--- src/design/ostt_pkg.sv ---
// Shared types and constants for the one-shot timer event table.
// No dependencies; imported by every module of the block.
package ostt_pkg;

    // Operation codes carried in the func field
    localparam logic [1:0] FUNC_TICK   = 2'd0;
    localparam logic [1:0] FUNC_ARM    = 2'd1;
    localparam logic [1:0] FUNC_CANCEL = 2'd2;

    // Result status codes
    localparam logic [1:0] STAT_OK        = 2'd0;
    localparam logic [1:0] STAT_FULL      = 2'd1;
    localparam logic [1:0] STAT_NOT_FOUND = 2'd2;

    // Most expirations reported by one tick
    localparam int MAX_RESULTS = 8;
    localparam int CNT_W       = $clog2(MAX_RESULTS + 1);

    localparam int HANDLE_W = 8;
    localparam int TIME_W   = 32;
    localparam int MS_W     = 10;
    localparam int SLOT_W   = 3;

    // One slot entry held in the slot memory
    typedef struct packed {
        logic [HANDLE_W-1:0] handle;
        logic [TIME_W-1:0]   due;
    } entry_t;

    // One result word handed from the sequencer to the output register
    typedef struct packed {
        logic                fired;
        logic [HANDLE_W-1:0] event_handle;
        logic [SLOT_W-1:0]   slot_index;
        logic [1:0]          status;
        logic [TIME_W-1:0]   now_ms;
        logic                last;
    } res_t;

endpackage

--- src/design/ostt_slot_mem.sv ---
// Slot memory: handle and due time per slot, one write and one read port.
// Read data is registered. Uses ostt_pkg.
module ostt_slot_mem
    import ostt_pkg::*;
#(
    parameter int DEPTH  = 8,
    parameter int ADDR_W = 3
)
(
    input  logic              clk,
    input  logic              wr_en,
    input  logic [ADDR_W-1:0] wr_addr,
    input  entry_t            wr_data,
    input  logic              rd_en,
    input  logic [ADDR_W-1:0] rd_addr,
    output entry_t            rd_data
);

    entry_t mem [DEPTH];
    entry_t rd_data_reg;

    // Write port
    always_ff @(posedge clk)
    begin
        if (wr_en)
        begin
            mem[wr_addr] <= wr_data;
        end
    end

    // Registered read port; hold data while not enabled
    always_ff @(posedge clk)
    begin
        if (rd_en)
        begin
            rd_data_reg <= mem[rd_addr];
        end
    end

    assign rd_data = rd_data_reg;

endmodule

--- src/design/ostt_seq.sv ---
// Sequencer: time counter, armed bits and the slot scan for tick, arm and cancel.
// Drives the slot memory ports and pushes result words. Uses ostt_pkg.
module ostt_seq
    import ostt_pkg::*;
#(
    parameter int SLOTS  = 8,
    parameter int ADDR_W = 3
)
(
    input  logic                clk,
    input  logic                rst_n,
    input  logic                in_valid,
    output logic                in_stall,
    input  logic [1:0]          func,
    input  logic [HANDLE_W-1:0] handle,
    input  logic [TIME_W-1:0]   delay,
    input  logic [MS_W-1:0]     ms_per_tick,
    input  logic                out_free,
    output logic                push,
    output res_t                push_word,
    output logic                mem_wr_en,
    output logic [ADDR_W-1:0]   mem_wr_addr,
    output entry_t              mem_wr_data,
    output logic                mem_rd_en,
    output logic [ADDR_W-1:0]   mem_rd_addr,
    input  entry_t              mem_rd_data
);

    localparam logic [1:0] ST_IDLE   = 2'd0;
    localparam logic [1:0] ST_SCAN   = 2'd1;
    localparam logic [1:0] ST_FINISH = 2'd2;

    logic [1:0]          state_reg, state_next;
    logic [TIME_W-1:0]   now_reg, now_next;
    logic [SLOTS-1:0]    armed_reg, armed_next;
    logic [1:0]          op_reg, op_next;
    logic [HANDLE_W-1:0] hnd_reg, hnd_next;
    logic [TIME_W-1:0]   due_in_reg, due_in_next;
    logic [ADDR_W:0]     scan_idx_reg, scan_idx_next;
    logic                chk_vld_reg, chk_vld_next;
    logic [ADDR_W-1:0]   chk_idx_reg, chk_idx_next;
    logic [CNT_W-1:0]    fire_cnt_reg, fire_cnt_next;
    logic                pend_vld_reg, pend_vld_next;
    logic [HANDLE_W-1:0] pend_hnd_reg, pend_hnd_next;
    logic [ADDR_W-1:0]   pend_idx_reg, pend_idx_next;
    logic                found_reg, found_next;
    logic [ADDR_W-1:0]   found_idx_reg, found_idx_next;

    logic issue_ok;
    logic chk_armed;
    logic tick_hit;
    logic hit;
    logic freeze;

    // Scan state: next slot to read, slot under check
    assign issue_ok    = scan_idx_reg < (ADDR_W + 1)'(SLOTS);
    assign mem_rd_addr = scan_idx_reg[ADDR_W-1:0];
    assign chk_armed   = armed_reg[chk_idx_reg];
    assign tick_hit    = chk_armed && (mem_rd_data.due <= now_reg)
                         && (fire_cnt_reg < CNT_W'(MAX_RESULTS));

    always_comb
    begin
        case (op_reg)
            FUNC_TICK:   hit = chk_vld_reg && tick_hit;
            FUNC_ARM:    hit = chk_vld_reg && !chk_armed;
            FUNC_CANCEL: hit = chk_vld_reg && chk_armed
                               && (mem_rd_data.handle == hnd_reg);
            default:     hit = 1'b0;
        endcase
    end

    // Hold the scan when a pending expiration must go out but the output is busy
    assign freeze = hit && (op_reg == FUNC_TICK) && pend_vld_reg && !out_free;

    assign in_stall    = (state_reg != ST_IDLE);
    assign mem_wr_addr = chk_idx_reg;
    assign mem_wr_data = '{handle: hnd_reg, due: due_in_reg};

    // Next-state and result logic
    always_comb
    begin
        state_next     = state_reg;
        now_next       = now_reg;
        armed_next     = armed_reg;
        op_next        = op_reg;
        hnd_next       = hnd_reg;
        due_in_next    = due_in_reg;
        scan_idx_next  = scan_idx_reg;
        chk_vld_next   = chk_vld_reg;
        chk_idx_next   = chk_idx_reg;
        fire_cnt_next  = fire_cnt_reg;
        pend_vld_next  = pend_vld_reg;
        pend_hnd_next  = pend_hnd_reg;
        pend_idx_next  = pend_idx_reg;
        found_next     = found_reg;
        found_idx_next = found_idx_reg;
        push           = 1'b0;
        push_word      = '0;
        mem_wr_en      = 1'b0;
        mem_rd_en      = 1'b0;

        case (state_reg)
            ST_IDLE:
            begin
                if (in_valid)
                begin
                    op_next       = func;
                    hnd_next      = handle;
                    due_in_next   = now_reg + ((delay == '0) ? TIME_W'(1) : delay);
                    scan_idx_next = '0;
                    chk_vld_next  = 1'b0;
                    fire_cnt_next = '0;
                    pend_vld_next = 1'b0;
                    found_next    = 1'b0;
                    if (func == FUNC_TICK)
                    begin
                        now_next   = now_reg + TIME_W'(ms_per_tick);
                        state_next = ST_SCAN;
                    end
                    else if (func inside {FUNC_ARM, FUNC_CANCEL})
                    begin
                        state_next = ST_SCAN;
                    end
                end
            end

            ST_SCAN:
            begin
                if (!freeze)
                begin
                    // Advance the read pipeline by one slot
                    mem_rd_en    = issue_ok;
                    chk_vld_next = issue_ok;
                    chk_idx_next = mem_rd_addr;
                    if (issue_ok)
                    begin
                        scan_idx_next = scan_idx_reg + (ADDR_W + 1)'(1);
                    end

                    if (hit)
                    begin
                        case (op_reg)
                            FUNC_TICK:
                            begin
                                armed_next[chk_idx_reg] = 1'b0;
                                fire_cnt_next = fire_cnt_reg + CNT_W'(1);
                                if (pend_vld_reg)
                                begin
                                    push                   = 1'b1;
                                    push_word.fired        = 1'b1;
                                    push_word.event_handle = pend_hnd_reg;
                                    push_word.slot_index   = SLOT_W'(pend_idx_reg);
                                    push_word.status       = STAT_OK;
                                    push_word.now_ms       = now_reg;
                                    push_word.last         = 1'b0;
                                end
                                pend_vld_next = 1'b1;
                                pend_hnd_next = mem_rd_data.handle;
                                pend_idx_next = chk_idx_reg;
                            end
                            FUNC_ARM:
                            begin
                                armed_next[chk_idx_reg] = 1'b1;
                                mem_wr_en      = 1'b1;
                                found_next     = 1'b1;
                                found_idx_next = chk_idx_reg;
                                state_next     = ST_FINISH;
                            end
                            FUNC_CANCEL:
                            begin
                                armed_next[chk_idx_reg] = 1'b0;
                                found_next     = 1'b1;
                                found_idx_next = chk_idx_reg;
                                state_next     = ST_FINISH;
                            end
                            default:
                            begin
                                state_next = ST_FINISH;
                            end
                        endcase
                    end

                    if (!issue_ok && !chk_vld_reg)
                    begin
                        state_next = ST_FINISH;
                    end
                end
            end

            ST_FINISH:
            begin
                // Send the closing word of the item
                if (out_free)
                begin
                    push             = 1'b1;
                    push_word.now_ms = now_reg;
                    push_word.last   = 1'b1;
                    push_word.status = STAT_OK;
                    if (op_reg == FUNC_TICK)
                    begin
                        if (pend_vld_reg)
                        begin
                            push_word.fired        = 1'b1;
                            push_word.event_handle = pend_hnd_reg;
                            push_word.slot_index   = SLOT_W'(pend_idx_reg);
                        end
                    end
                    else
                    begin
                        push_word.event_handle = hnd_reg;
                        if (found_reg)
                        begin
                            push_word.slot_index = SLOT_W'(found_idx_reg);
                        end
                        else if (op_reg == FUNC_ARM)
                        begin
                            push_word.status = STAT_FULL;
                        end
                        else
                        begin
                            push_word.status = STAT_NOT_FOUND;
                        end
                    end
                    state_next = ST_IDLE;
                end
            end

            default:
            begin
                state_next = ST_IDLE;
            end
        endcase
    end

    // Control state
    always_ff @(posedge clk or negedge rst_n)
    begin
        if (!rst_n)
        begin
            state_reg    <= ST_IDLE;
            now_reg      <= '0;
            armed_reg    <= '0;
            op_reg       <= FUNC_TICK;
            scan_idx_reg <= '0;
            chk_vld_reg  <= 1'b0;
            fire_cnt_reg <= '0;
            pend_vld_reg <= 1'b0;
            found_reg    <= 1'b0;
        end
        else
        begin
            state_reg    <= state_next;
            now_reg      <= now_next;
            armed_reg    <= armed_next;
            op_reg       <= op_next;
            scan_idx_reg <= scan_idx_next;
            chk_vld_reg  <= chk_vld_next;
            fire_cnt_reg <= fire_cnt_next;
            pend_vld_reg <= pend_vld_next;
            found_reg    <= found_next;
        end
    end

    // Payload
    always_ff @(posedge clk)
    begin
        hnd_reg       <= hnd_next;
        due_in_reg    <= due_in_next;
        chk_idx_reg   <= chk_idx_next;
        pend_hnd_reg  <= pend_hnd_next;
        pend_idx_reg  <= pend_idx_next;
        found_idx_reg <= found_idx_next;
    end

    // Checks
    a_push_free: assert property (@(posedge clk) disable iff (!rst_n)
        push |-> out_free)
        else $error("result pushed while output register busy");

    a_tick_adv: assert property (@(posedge clk) disable iff (!rst_n)
        (in_valid && !in_stall && func == FUNC_TICK)
        |=> now_reg == $past(now_reg) + TIME_W'($past(ms_per_tick)))
        else $error("time counter did not advance on tick");

    a_wr_free: assert property (@(posedge clk) disable iff (!rst_n)
        mem_wr_en |-> !armed_reg[mem_wr_addr])
        else $error("arm wrote into an armed slot");

    a_fire_cap: assert property (@(posedge clk) disable iff (!rst_n)
        fire_cnt_reg <= CNT_W'(MAX_RESULTS))
        else $error("fire count exceeded limit");

    a_last_idle: assert property (@(posedge clk) disable iff (!rst_n)
        (push && push_word.last) |=> state_reg == ST_IDLE)
        else $error("closing word sent but item not finished");

endmodule

--- src/design/one_shot_timer_event_table_core.sv ---
// Top level of the one-shot timer event table: config register, output register,
// sequencer and slot memory. Uses ostt_pkg, ostt_seq and ostt_slot_mem.
//
// One item is worked at a time. Every operation scans the slot memory one slot
// per cycle, unless held for a busy output, through its single read port with
// registered read data: a tick scans every slot, an arm or cancel stops at the
// slot that matches (or scans all when none does). A tick that expires several
// slots sends one word per expiration; each word after the first waits for the
// previous one to leave the output register, so a stalled output lengthens the
// item. An unknown func code is taken without a scan and gives no word. A new
// item is taken as soon as the closing word of the last one sits in the output
// register. The timer memory needs no clearing after reset.
module one_shot_timer_event_table_core
    import ostt_pkg::*;
#(
    parameter int SLOTS = 8
)
(
    input  logic                clk,
    input  logic                rst_n,
    input  logic                cfg_wr_en,
    input  logic [MS_W-1:0]     cfg_wr_data,
    input  logic                in_valid,
    output logic                in_stall,
    input  logic [1:0]          func,
    input  logic [HANDLE_W-1:0] handle,
    input  logic [TIME_W-1:0]   delay,
    output logic                out_valid,
    input  logic                out_stall,
    output logic                fired,
    output logic [HANDLE_W-1:0] event_handle,
    output logic [SLOT_W-1:0]   slot_index,
    output logic [1:0]          status,
    output logic [TIME_W-1:0]   now_ms,
    output logic                last
);

    localparam int ADDR_W = (SLOTS > 1) ? $clog2(SLOTS) : 1;

    logic [MS_W-1:0]   ms_per_tick_reg;
    logic              out_valid_reg, out_valid_next;
    res_t              out_word_reg;
    logic              out_free;
    logic              push;
    res_t              push_word;
    logic              mem_wr_en;
    logic [ADDR_W-1:0] mem_wr_addr;
    entry_t            mem_wr_data;
    logic              mem_rd_en;
    logic [ADDR_W-1:0] mem_rd_addr;
    entry_t            mem_rd_data;

    // Step register
    always_ff @(posedge clk or negedge rst_n)
    begin
        if (!rst_n)
        begin
            ms_per_tick_reg <= MS_W'(1);
        end
        else if (cfg_wr_en)
        begin
            ms_per_tick_reg <= cfg_wr_data;
        end
    end

    // Output register: load a pushed word, drop it when taken
    assign out_free = !out_valid_reg || !out_stall;

    always_comb
    begin
        out_valid_next = out_valid_reg;
        if (push)
        begin
            out_valid_next = 1'b1;
        end
        else if (!out_stall)
        begin
            out_valid_next = 1'b0;
        end
    end

    always_ff @(posedge clk or negedge rst_n)
    begin
        if (!rst_n)
        begin
            out_valid_reg <= 1'b0;
        end
        else
        begin
            out_valid_reg <= out_valid_next;
        end
    end

    always_ff @(posedge clk)
    begin
        if (push)
        begin
            out_word_reg <= push_word;
        end
    end

    assign out_valid    = out_valid_reg;
    assign fired        = out_word_reg.fired;
    assign event_handle = out_word_reg.event_handle;
    assign slot_index   = out_word_reg.slot_index;
    assign status       = out_word_reg.status;
    assign now_ms       = out_word_reg.now_ms;
    assign last         = out_word_reg.last;

    ostt_seq #(
        .SLOTS  (SLOTS),
        .ADDR_W (ADDR_W)
    ) u_seq (
        .clk         (clk),
        .rst_n       (rst_n),
        .in_valid    (in_valid),
        .in_stall    (in_stall),
        .func        (func),
        .handle      (handle),
        .delay       (delay),
        .ms_per_tick (ms_per_tick_reg),
        .out_free    (out_free),
        .push        (push),
        .push_word   (push_word),
        .mem_wr_en   (mem_wr_en),
        .mem_wr_addr (mem_wr_addr),
        .mem_wr_data (mem_wr_data),
        .mem_rd_en   (mem_rd_en),
        .mem_rd_addr (mem_rd_addr),
        .mem_rd_data (mem_rd_data)
    );

    ostt_slot_mem #(
        .DEPTH  (SLOTS),
        .ADDR_W (ADDR_W)
    ) u_mem (
        .clk     (clk),
        .wr_en   (mem_wr_en),
        .wr_addr (mem_wr_addr),
        .wr_data (mem_wr_data),
        .rd_en   (mem_rd_en),
        .rd_addr (mem_rd_addr),
        .rd_data (mem_rd_data)
    );

endmodule

--- config.mk ---
export PLATFORM = sky130hd
export DESIGN_NAME = one_shot_timer_event_table_core
export DESIGN_NICKNAME = d
export VERILOG_FILES = /design/src/design/ostt_pkg.sv /design/src/design/ostt_slot_mem.sv /design/src/design/ostt_seq.sv /design/src/design/one_shot_timer_event_table_core.sv
export SDC_FILE = /design/constraint.sdc
export NUM_CORES = 1
export LEC_CHECK = 0
export BUFFER_PORTS_ARGS = -buffer_cell sky130_fd_sc_hd__buf_2
export CORE_MARGIN = 2
export CORE_UTILIZATION = 46
export CTS_CLUSTER_SIZE = 28
export DETAILED_ROUTE_END_ITERATION = 12
export PLACE_DENSITY_LB_ADDON = 0.1
export SYNTH_ARGS = -nofsm -noshare
export SYNTH_HDL_FRONTEND = slang
export SYNTH_SLANG_ARGS = --single-unit
--- constraint.sdc ---
create_clock -name clk -period 8 [get_ports clk]
set_clock_uncertainty 0.05 [all_clocks]
set_input_delay 1.2 -clock clk [delete_from_list [all_inputs] [get_ports clk]]
set_output_delay 1.2 -clock clk [all_outputs]
set_load 0.1 [all_outputs]
==> metrics.md, run 1 <==
| Metric | Value |
|---|---|
| Power, Total | `about 8.8 mW` |
| Area contributors post-synth | `edfxtp_1 (61%), mux4_2 (8.0%), dfrtp_1 (7.1%), ha_1 (4.6%), mux2_2 (2.8%)` |
| Chip width | `approximately 230 um` |
| Filler Cells Inserted | `roughly 4.1k` |
| Global-route wire length before repair | `79.01 mm` |
| Boundary pin count | `between 100 and 150` |
| Tightest Pin Transition | `approximately 1.1 ns` |
| Post-synth EDFFs | `between 400 and 500` |
| Routed Antenna Nets | `0` |
| Synth-to-layout area growth | `12.88%` |
| Layout cells sized above 1 | `0.2311` |
| Final min period | `4.905 ns` |
| Ys flop type | `edfxtp_1` |
| Gpl congestion | `0.8580` |
| WHS | `0.4210 ns` |
| Final non-filler cell total | `2226` |
| Count of final setup violators | `0` |
| Die footprint | `between 0.05 and 0.06 sq mm` |
| Final wirelength | `approximately 52 mm` |
| Pre-Repair DR Iteration Count | `5` |
| Yosys Warn Count | `0` |
| GR Util All Layers | `0.2086` |
| RSZ-0062 raised after global routing | `no` |
| Number of flip-flops under the largest register name | `320` |
| Final-report max-slew violation count | `0` |
| Post-layout nets | `around 1.7k` |
| CTS sink cnt | `530` |
| Via density | `~5.6` |
| Sequential area share after synthesis | `0.6808` |
| PortBufs | `roughly 110` |
| Vias in the first global route | `12.82k` |
| Seq cells post-synth | `530` |
| Yosys top cell by area | `edfxtp_1` |
| Fmax achieved | `0.2039 GHz` |
| # DRC | `0` |
| Netlist cell types | `67` |
| Starting DRC count in detailed routing | `approximately 920` |
| Max Cap Viol | `0` |
| Outcome | `finished clean` |
| Worst Hold Class | `reg2reg` |
| Core area | `~0.049 sq mm` |
| Post-synth top cells | `edfxtp_1 (464), ha_1 (84), mux4_2 (81)` |
| Cts hold-fix bufs | `0` |
| Delay-heaviest family, CP | `compound AO/OA/AOI/OAI gates` |
| Top-count cell post-synth | `edfxtp_1` |
| Initial antenna violation count | `0` |
| Max-slew headroom | `0.2527` |
| Largest net degree at the start of global routing | `67` |
| Starting Density | `0.4667` |
| CTS root buffer | `clkbuf_16` |
| CP Launch Type | `flop` |
| Placed cell count | `between 2k and 2.5k` |
| Syn Inst Count | `roughly 1.4k` |
| TritonCTS Buffers | `55` |
| Pwr dens | `between 300 and 400 mW/mm^2` |
| Avg Inst Size Synth | `between 15 and 20 sq um` |
| Clock Pin Slew Worst Setup and Hold Paths | `~0.060 ns` |
| Critical Path Max Stage Delay | `0.91 ns` |
| CTS max path bufs | `3` |
| Worst Path Arrival | `about 5.2 ns` |
| Highest metal layer with signal wires | `met4` |
| HPWL after DPL | `between 30 and 40 mm` |
| Clock latency on the worst-skew pair | `0.60 ns` |
| Period utilization | `0.6132` |
| Post-CTS setup buffer count | `0` |
| Layout Utilization | `0.5269` |
| Slowest-stage cell, CP | `o21ai_2` |
| Wire length on met3 | `about 2.2 mm` |
| Post-cts resize count | `0` |
| Ys async rst share | `0.1245` |
| CP Cell Sequence | `inv_1, ha_1, nand4_1, nor4_1, o21ai_0, a31oi_1, a211oi_2, o21ai_2, o21ai_4, buf_4, and2_1` |
| ANT cells | `0` |
| Total global routing overflow | `0` |
| Crit. End Element | `flop` |
| CP Class | `reg2reg` |
| Die extent in y | `~230 um` |
| Maximum VDD drop | `around 200 uV` |
| Final hold violation count | `0` |
| Routed len/inst | `23.55 um` |
| Data required, critical path | `between 8 and 9 ns` |
| Static leakage power | `about 9 nW` |
| CTS tree | `done` |
| # H-tree levels | `2` |
| Syn nets | `roughly 1.6k` |
| Setup TNS | `0 ns` |
| Netlist Area Pre-Place | `roughly 0.023 sq mm` |
| WL met2 | `around 27 mm` |
| Critical path peak fanout | `65` |
| Via count of the routed design | `around 13k` |
| Buf/Inv on CP | `2` |
| Synth top area share | `0.6086` |
| Met1 Wirelength | `22.50 mm` |
| Rows | `81` |
-- report_power, final --
group	leakage (nW)	internal, mW	switching (mW)	total (mW)
Clock	0.829	1.36	1.05	2.41
Combinational	3.14	0.890	1.52	2.41
Sequential	5.04	3.57	0.464	4.03
-- path summary, 6_finish.rpt --
check	startpoint	to	slack, ns	cells past startpoint
max	u_seq.now_reg[25]	now_ms[31]	3.09	11
min	u_mem.rd_data[39]	u_seq.pend_hnd_reg[7]	0.42	0
max reg2reg	u_seq.now_reg[25]	now_ms[31]	3.09	11
min reg2reg	u_mem.rd_data[39]	u_seq.pend_hnd_reg[7]	0.42	0
max in group asynchronous	rst_n	u_seq.scan_idx_reg[1]	6.49	2
min in group asynchronous	rst_n	async pin	0.74	2
-- cell usage in the layout, fill, tap and decap left out, types with 5 or more instances in the layout --
master	instances
clkinv_1	16
edfxtp_1	464
inv_1	57
nor4_1	11
buf_2	105
xor2_1	10
dfrtp_1	62
and4_1	8
nor2b_1	6
a21o_1	15
clkbuf_16	55
a31oi_1	6
nand3_1	31
clkbuf_1	8
a211o_1	5
o211ai_1	8
nand2b_1	6
nor2_1	34
and3_1	8
nor3_2	6
ha_1	84
buf_4	15
nor3_1	19
xnor2_1	55
mux2_2	57
a22o_1	8
and2_1	37
clkinv_2	9
a21oi_1	55
mux2i_1	5
o21ai_0	38
mux4_2	81
nand4_1	15
nand2_1	73
o21bai_1	7
-- cell type report --
cell class,count,area (sq um),share of cell area
flip-flops and latches,530,15600,0.6035
multi-input cells,752,6855,0.2653
clock buffers,67,1461,0.05655
well taps,664,830.8,0.03215
repair buffers,120,638.1,0.02469
clock inverters,33,235.2,0.009102
inverters,60,225.2,0.008715
-- worst register-to-register path: cells and delay by family (launching register included) --
kind            cells  cell delay (ns)
compound gates      5             1.98
buf+inv             2             0.51
flops               1             0.55
simple gates        3             1.28
fa+ha+maj           1             0.31
-- cell families (layout without fill, tap and decap cells) --
| kind of cell | count (synthesis) | count (layout) | synth area share |
|---|---|---|---|
| AOI/OAI and AO/OA | 189 | 189 | 0.05411 |
| buffers and inverters | 134 | 280 | 0.02235 |
| adders and majority gates | 86 | 86 | 0.04766 |
| and+or+nand+nor | 268 | 268 | 0.05984 |
| muxes | 144 | 144 | 0.1104 |
| DFF | 530 | 530 | 0.6808 |
| xor gates and xnor gates | 65 | 65 | 0.02487 |
-- layer usage --
layer / track usage / vias to the layer above
met2: 0.3615 / 273
met4: 0.05545 / 0
li1: - / 5687
met3: 0.02827 / 65
met1: 0.2780 / 6497
met5: 0 / -
-- metrics by stage --
step | instance area [sq um] | setup slack, ns
2_1_floorplan | 22890 | 1.261
3_3_place_gp | 24150 | 2.787
3_5_place_dp | 24150 | 2.748
4_1_cts | 25840 | 3.033
5_1_grt | 25840 | 2.731
6_report | 25840 | 3.095
Note: power is estimated with default switching activity, not from simulation.
==> run 2, diff against run 1 <==
--- a/config.mk
+++ b/config.mk
@@ -5,6 +5,7 @@
 export SDC_FILE = /design/constraint.sdc
 export NUM_CORES = 1
 export LEC_CHECK = 0
+export ABC_AREA = 1
 export BUFFER_PORTS_ARGS = -buffer_cell sky130_fd_sc_hd__buf_2
 export CORE_MARGIN = 2
 export CORE_UTILIZATION = 46
==> constraint.sdc (replaced) <==
create_clock -name clk -period 4.3 [get_ports clk]
set_clock_uncertainty 0.05 [all_clocks]
set_input_delay 0.645 -clock clk [delete_from_list [all_inputs] [get_ports clk]]
set_output_delay 0.645 -clock clk [all_outputs]
set_load 0.1 [all_outputs]
==> metrics.md, run 2 <==
| Metric | Value |
|---|---|
| Area contributors post-synth | `edfxtp_1 (57%), nor2_1 (7.2%), dfrtp_1 (6.7%), ha_1 (4.3%), o21ai_0 (4.3%)` |
| WHS | `0.1602 ns (-0.2608 ns)` |
| Crit. End Element | `flop` |
| GR Util All Layers | `0.2333 (+0.02467)` |
| Period utilization | `0.8295 (+0.2163)` |
| Synth-to-layout area growth | `12.93% (about the same)` |
| Number of flip-flops under the largest register name | `320 (unchanged)` |
| Maximum VDD drop | `362.4 uV (+77%)` |
| Post-synth EDFFs | `464 (unchanged)` |
| Final non-filler cell total | `3037 (+36%)` |
| Hold depth | `1 (+1)` |
| Largest net degree at the start of global routing | `121 (+81%)` |
| Commonest non-fill, non-tap cells in the layout | `nor2_1 (464), edfxtp_1 (464), nand2_1 (208), o21ai_0 (207), inv_1 (130)` |
| Vias in the first global route | `16.10k (+26%)` |
| Avg Inst Size Synth | `10.87 sq um (-33%)` |
| Critical Path Max Stage Delay | `0.44 ns (-0.47 ns)` |
| Core area | `0.05245 sq mm (+6.9%)` |
| Static leakage power | `10.21 nW (+13%)` |
| Die footprint | `0.05473 sq mm (+6.1%)` |
| CTS max path bufs | `3 (unchanged)` |
| Via density | `5.519 (-1.9%)` |
| Gpl congestion | `0.9701 (+13%)` |
| ANT cells | `0 (unchanged)` |
| Ys async rst share | `0.1245 (unchanged)` |
| Syn Inst Count | `2237 (+58%)` |
| Yosys Warn Count | `0 (unchanged)` |
| Worst Hold Class | `in2reg` |
| Die extent in y | `233.9 um (+3.0%)` |
| # DRC | `0 (unchanged)` |
| Routed len/inst | `20.93 um (-11%)` |
| # H-tree levels | `2 (unchanged)` |
| Rows | `84 (+3.7%)` |
| Critical path peak fanout | `47 (-28%)` |
| Post-CTS setup buffer count | `0 (unchanged)` |
| CP Cell Sequence | `inv_1, ha_1, nand2_1, nand2_1, nand2_1, nand2_1, nand2_1, nand2_1, nand2_1, nand2_1, nand2_1, nand2_1, nand2_1, nand2_1, nand2_1, nand2_1, nand2_4, nand4_4, nor2_4, nand2_1, nand2_2, buf_12` |
| Sequential cell area | `0.01559 sq mm (about the same)` |
| Crit path top cell by count | `nand2_1` |
| CTS tree | `done` |
| Worst Path Arrival | `3.81 ns (-1.40 ns)` |
| Clock Pin Slew Worst Setup and Hold Paths | `0.06 ns (about the same)` |
| Cts hold-fix bufs | `0 (unchanged)` |
| Netlist Area Pre-Place | `0.02432 sq mm (+6.2%)` |
| Sequential area share after synthesis | `0.6408 (-0.03996)` |
| Final-report max-slew violation count | `0 (unchanged)` |
| Starting Density | `0.4638 (-0.002977)` |
| Area of the multi-input gates | `0.007740 sq mm (+13%)` |
| Global-route wire length before repair | `95.97 mm (+21%)` |
| Initial antenna violation count | `0 (unchanged)` |
| Setup TNS | `0 ns (unchanged)` |
| Synth top area share | `0.5729 (-0.03572)` |
| Seq cells post-synth | `530 (unchanged)` |
| FF-to-FF Start | `u_seq.now_reg[1]` |
| Syn nets | `2380 (+53%)` |
| Power, Total | `17.52 mW (+98%)` |
| Count of final setup violators | `0 (unchanged)` |
| Via count of the routed design | `16.76k (+34%)` |
| Starting DRC count in detailed routing | `1448 (+58%)` |
| Min-delay src | `handle[3]` |
| Worst Reg-to-Reg Cells | `22 (+11)` |
| Delay-heaviest family, CP | `simple AND/OR/NAND/NOR gates` |
| Total global routing overflow | `0 (unchanged)` |
| Hold endpoint | `u_seq.hnd_reg[3]` |
| CP Launch Type | `flop` |
| Post-synth top cells | `nor2_1 (465), edfxtp_1 (464), nand2_1 (209)` |
| CTS sink cnt | `530 (unchanged)` |
| Reg2reg end | `now_ms[13]` |
| Netlist cell types | `56 (-16%)` |
| Routed Antenna Nets | `0 (unchanged)` |
| Post-cts resize count | `0 (unchanged)` |
| Top-count cell post-synth | `nor2_1` |
| Buf/Inv on CP | `2 (unchanged)` |
| Flop2flop setup slack | `0.73 ns (-2.36 ns)` |
| Layout cells sized above 1 | `0.1132 (-0.1179)` |
| Ys flop type | `edfxtp_1` |
| Max-slew headroom | `0.2920 (+0.03934)` |
| Chip width | `233.9 um (+3.0%)` |
| Yosys top cell by area | `edfxtp_1` |
| Data required, critical path | `4.54 ns (-3.76 ns)` |
| Slowest-stage cell, CP | `dfrtp_1` |
| RSZ-0062 raised after global routing | `no` |
| Max Cap Viol | `0 (unchanged)` |
| Stages on the worst setup path | `22 (+11)` |
| PortBufs | `105 (unchanged)` |
| TritonCTS Buffers | `56 (+1.8%)` |
| Final min period | `3.567 ns (-1.339 ns)` |
| PnR worst setup slack | `0.7332 ns (-2.361 ns)` |
| Clock latency on the worst-skew pair | `0.62 ns (+0.02 ns)` |
| Pwr dens | `637.8 mW/mm^2 (+86%)` |
| Final wirelength | `63.58 mm (+21%)` |
| CP Class | `reg2reg` |
| Pre-CTS setup slack | `0.2237 ns (-2.525 ns)` |
| Outcome | `finished clean` |
| Post-layout nets | `2449 (+47%)` |
| Boundary pin count | `106 (unchanged)` |
| Placed cell count | `2936 (+38%)` |
| Filler Cells Inserted | `4587 (+13%)` |
| Tightest Pin Transition | `1.062 ns (-0.05886 ns)` |
| Fmax achieved | `0.2804 GHz (+38%)` |
| HPWL after DPL | `40.82 mm (+28%)` |
| Pre-Repair DR Iteration Count | `5 (unchanged)` |
| CTS root buffer | `clkbuf_16` |
| Final hold violation count | `0 (unchanged)` |
-- run 2: changes by cell type after synthesis, moves of 44 or more --
cell      change
nand2_1     +136
inv_1        +73
mux4_2       -81
nor3_1       +62
xor2_1       +44
mux2_2       -48
clkbuf_1     +49
o21ai_0     +169
nor2_1      +431
-- run 2: report_power, final --
part	total [mW]	internal [mW]	switching (mW)	leakage [nW]
clock network	4.74	2.75	1.98	0.864
logic	5.55	1.48	4.07	4.35
registers	7.24	6.62	0.619	5.00
total	17.5	10.8	6.67	10.2
-- run 2: cell type report --
class / instances / share of cell area
Timing Repair Buffer: 139 / 0.03480
Clock inverter: 25 / 0.009885
Clock buffer: 76 / 0.05489
Inverter: 143 / 0.01968
Sequential cell: 530 / 0.5676
Tap cell: 688 / 0.03134
Multi-Input combinational cell: 1436 / 0.2818
-- run 2: per-layer routing --
layer  global-route usage  up-vias  part of all wire
met1               0.3049     8216              0.42
met4              0.07100        0             0.025
met5                    0        -                 0
met3              0.03283      100             0.051
met2               0.4039      448              0.50
li1                     -     7998                 -
-- run 2: how the worst max path moves through the flow --
| stage | from | end | slack (ns) |
|---|---|---|---|
| 2_1_floorplan | u_seq.now_reg[19] | u_mem.mem[5][0] | -0.93 |
| 3_3_place_gp | delay[29] | u_seq.due_in_reg[24] | 0.19 |
| 3_5_place_dp | delay[29] | u_seq.due_in_reg[24] | 0.22 |
| 4_1_cts | u_seq.now_reg[7] | now_ms[19] | 0.77 |
| 5_1_grt | u_seq.now_reg[1] | now_ms[17] | 0.44 |
| 6_report | u_seq.now_reg[1] | now_ms[13] | 0.73 |
-- run 2: kinds of logic (layout without fill, tap and decap cells) --
family,Yosys count,in the layout,share of synthesized area
xor+xnor,66,66,0.02377
fa+ha+maj,86,86,0.04486
mux,9,9,0.004167
buf+inv,271,383,0.04301
flops,530,530,0.6408
simple gates,869,869,0.1505
compound gates,406,406,0.09286
-- run 2: stage by stage --
step,utilization,cell area [sq um]
after floorplan,-,24320
after global placement,0.4898,25690
after detailed placement,0.4898,25690
after CTS,0.5237,27470
after global routing,0.5237,27470
final,0.5237,27470
==> run 3, diff against run 2 <==
==> constraint.sdc (replaced) <==
create_clock -name clk -period 3 [get_ports clk]
set_clock_uncertainty 0.05 [all_clocks]
set_input_delay 0.45 -clock clk [delete_from_list [all_inputs] [get_ports clk]]
set_output_delay 0.45 -clock clk [all_outputs]
set_load 0.1 [all_outputs]
==> metrics.md, run 3 (synthesis gave the netlist of run 2 again) <==
| Metric | Value |
|---|---|
| Die footprint | `0.05473 sq mm (unchanged)` |
| Period utilization | `1.049` |
| Pre-Repair DR Iteration Count | `6 (+1)` |
| Failing checks | `negative setup slack` |
| Starting Density | `0.4638 (unchanged)` |
| Static leakage power | `11.96 nW (+17%)` |
| Pre-CTS setup slack | `-0.7133 ns (-0.9369 ns)` |
| Largest net degree at the start of global routing | `97 (-20%)` |
| CTS root buffer | `clkbuf_16` |
| ANT cells | `0 (unchanged)` |
| TritonCTS Buffers | `57 (+1.8%)` |
| Critical Path Max Stage Delay | `0.37 ns (-0.07 ns)` |
| Clock latency on the worst-skew pair | `0.63 ns (about the same)` |
| Final wirelength | `69.71 mm (+9.6%)` |
| Crit. End Element | `flop` |
| Count of final setup violators | `274 (+274)` |
| Synth-to-layout area growth | `27.94%` |
| RSZ-0062 raised after global routing | `yes` |
| Via density | `5.445 (-1.3%)` |
| Maximum VDD drop | `545.3 uV (+50%)` |
| CP Class | `in2reg` |
| # DRC | `0 (unchanged)` |
| CP Launch Type | `input port` |
| Routed Antenna Nets | `0 (unchanged)` |
| Data required, critical path | `3.32 ns (-1.22 ns)` |
| Routed len/inst | `21.13 um (+0.93%)` |
| Clock Pin Slew Worst Setup and Hold Paths | `0.06 ns (about the same)` |
| Critical path peak fanout | `4 (-91%)` |
| Buf/Inv on CP | `3 (+1)` |
| Final hold violation count | `0 (unchanged)` |
| CTS tree | `done` |
| Core area | `0.05245 sq mm (unchanged)` |
| Final-report max-slew violation count | `0 (unchanged)` |
| Final min period | `between 3 and 4 ns` |
| Via count of the routed design | `17.96k (+7.2%)` |
| Final non-filler cell total | `3299 (+8.6%)` |
| Max Cap Viol | `0 (unchanged)` |
| Chip width | `233.9 um (unchanged)` |
| Leading cell type in the layout, fill and taps excluded | `edfxtp_1` |
| Setup TNS | `-10.45 ns (-10.45 ns)` |
| Delay-heaviest family, CP | `compound AO/OA/AOI/OAI gates` |
| Worst Path Arrival | `3.46 ns (-0.35 ns)` |
| Fmax achieved | `about 0.32 GHz` |
| Power, Total | `27.18 mW (+55%)` |
| Filler Cells Inserted | `4253 (-7.3%)` |
| PortBufs | `105 (unchanged)` |
| Max-slew headroom | `0.2795 (-0.01258)` |
| GR Util All Layers | `0.2365 (+0.003274)` |
| Placed cell count | `3102 (+5.7%)` |
| Total global routing overflow | `0 (unchanged)` |
| Flop2flop setup slack | `-0.09 ns (-0.82 ns)` |
| HPWL after DPL | `44.33 mm (+8.6%)` |
| CTS sink cnt | `530 (unchanged)` |
| Starting DRC count in detailed routing | `1367 (-5.6%)` |
| Boundary pin count | `106 (unchanged)` |
| Global-route wire length before repair | `97.54 mm (+1.6%)` |
| CP Cell Sequence | `buf_8, nor4_4, buf_4, nand4_1, o41ai_2, ha_2, inv_2, fa_2, o21ai_2, a21oi_2, o21bai_2, nand3_1, nand3b_1, nand2_1, o211ai_1, a21oi_1, xor2_1` |
| Pwr dens | `873.5 mW/mm^2 (+37%)` |
| Vias in the first global route | `16.69k (+3.7%)` |
| PnR worst setup slack | `-0.1465 ns (-0.8798 ns)` |
| Number of flip-flops under the largest register name | `320 (unchanged)` |
| Gpl congestion | `0.8983 (-7.4%)` |
| Post-layout nets | `2705 (+10%)` |
| Worst Hold Class | `in2reg` |
| Commonest non-fill, non-tap cells in the layout | `edfxtp_1 (464), nor2_1 (456), o21ai_0 (204), nand2_1 (191), buf_4 (168)` |
| Layout cells sized above 1 | `0.2279 (+0.1146)` |
| CTS max path bufs | `3 (unchanged)` |
| Slowest-stage cell, CP | `o41ai_2` |
| Tightest Pin Transition | `1.080 ns (+0.01769 ns)` |
| Rows | `84 (unchanged)` |
| Outcome | `complete, but fails checks` |
| Initial antenna violation count | `0 (unchanged)` |
| # H-tree levels | `2 (unchanged)` |
| Die extent in y | `233.9 um (unchanged)` |
run 3: cell count changes in the layout (fill, tap and decap cells not counted), moves of 17 or more:
cell           change
dlygate4sd3_1     +19
ha_4              +17
inv_1             -26
buf_6             +18
buf_4            +148
ha_1              -18
clkbuf_16         +30
nand2_1           -17
buf_12            +31
inv_2             +24
run 3: routing by layer:
metal  part of all wire  wire length [um]  GRT usage
met2               0.49             34410     0.4027
met3              0.056              3932    0.04353
met4              0.028              1960    0.07199
met5                  0                 0          0
met1               0.42             29410     0.3081
run 3: layout make-up:
cell class                 count  area (sq um)  area share
sequential                   530         15590      0.5011
multi-input combinational   1436          8158      0.2622
timing repair buffer         394          4026      0.1294
clock buffer                  72          1524     0.04897
tap                          688         860.8     0.02766
inverter                     143         551.8     0.01773
clock inverter                36         402.9     0.01295
run 3: worst reg2reg max path, cell delays in order (launching register included):
cell	delay, ns
edfxtp_1	0.45
ha_4	0.31
nand2_4	0.05
nor2_4	0.12
nand4_1	0.16
nor2_2	0.22
nand2_1	0.09
nand2_2	0.11
nand2_1	0.07
nand2_1	0.07
nand2_2	0.06
nand2_4	0.07
nand4_4	0.08
buf_12	0.17
buf_6	0.12
nor2_4	0.13
nand2_4	0.08
nand2_8	0.18
buf_6	0.14
buf_6	0.10
run 3: final timing paths:
check / startpoint / to / cells after the start
setup reg to reg: u_mem.rd_data[6] / now_ms[27] / 19
hold / removal: func[1] / u_seq.op_reg[1] / 3
setup / recovery: delay[30] / u_seq.due_in_reg[28] / 17
hold reg to reg: u_mem.rd_data[34] / u_seq.pend_hnd_reg[2] / 0
max in group asynchronous: rst_n / ms_per_tick_reg[0] / 3
min in group asynchronous: rst_n / async pin / 2
run 3: timing repair:
item / in CTS / in global routing
buffers inserted: 0 / 35
pin swaps: 3 / 39
endpoints found under the hold margin: 42 / 0
gates cloned: 0 / 36
gates resized for setup: 7 / 101
hold buffers: 19 / 0
endpoints found under the setup margin: 233 / 471
run 3: power by group:
group / internal, mW / total (mW) / leakage (nW) / switching (mW)
Clock: 4.29 / 7.26 / 0.936 / 2.98
Sequential: 9.49 / 10.3 / 5.00 / 0.823
Combinational: 3.21 / 9.60 / 6.03 / 6.39
run 3: stage by stage:
stage                     hold slack (ns)  utilization  cell area (sq um)
final                             0.08440       0.5933              31120
after global routing               0.1091       0.5933              31120
after CTS                         0.04963       0.5647              29610
after detailed placement           0.4108       0.5239              27480
after global placement             0.4024       0.5239              27480
after floorplan                    0.1044            -              24580
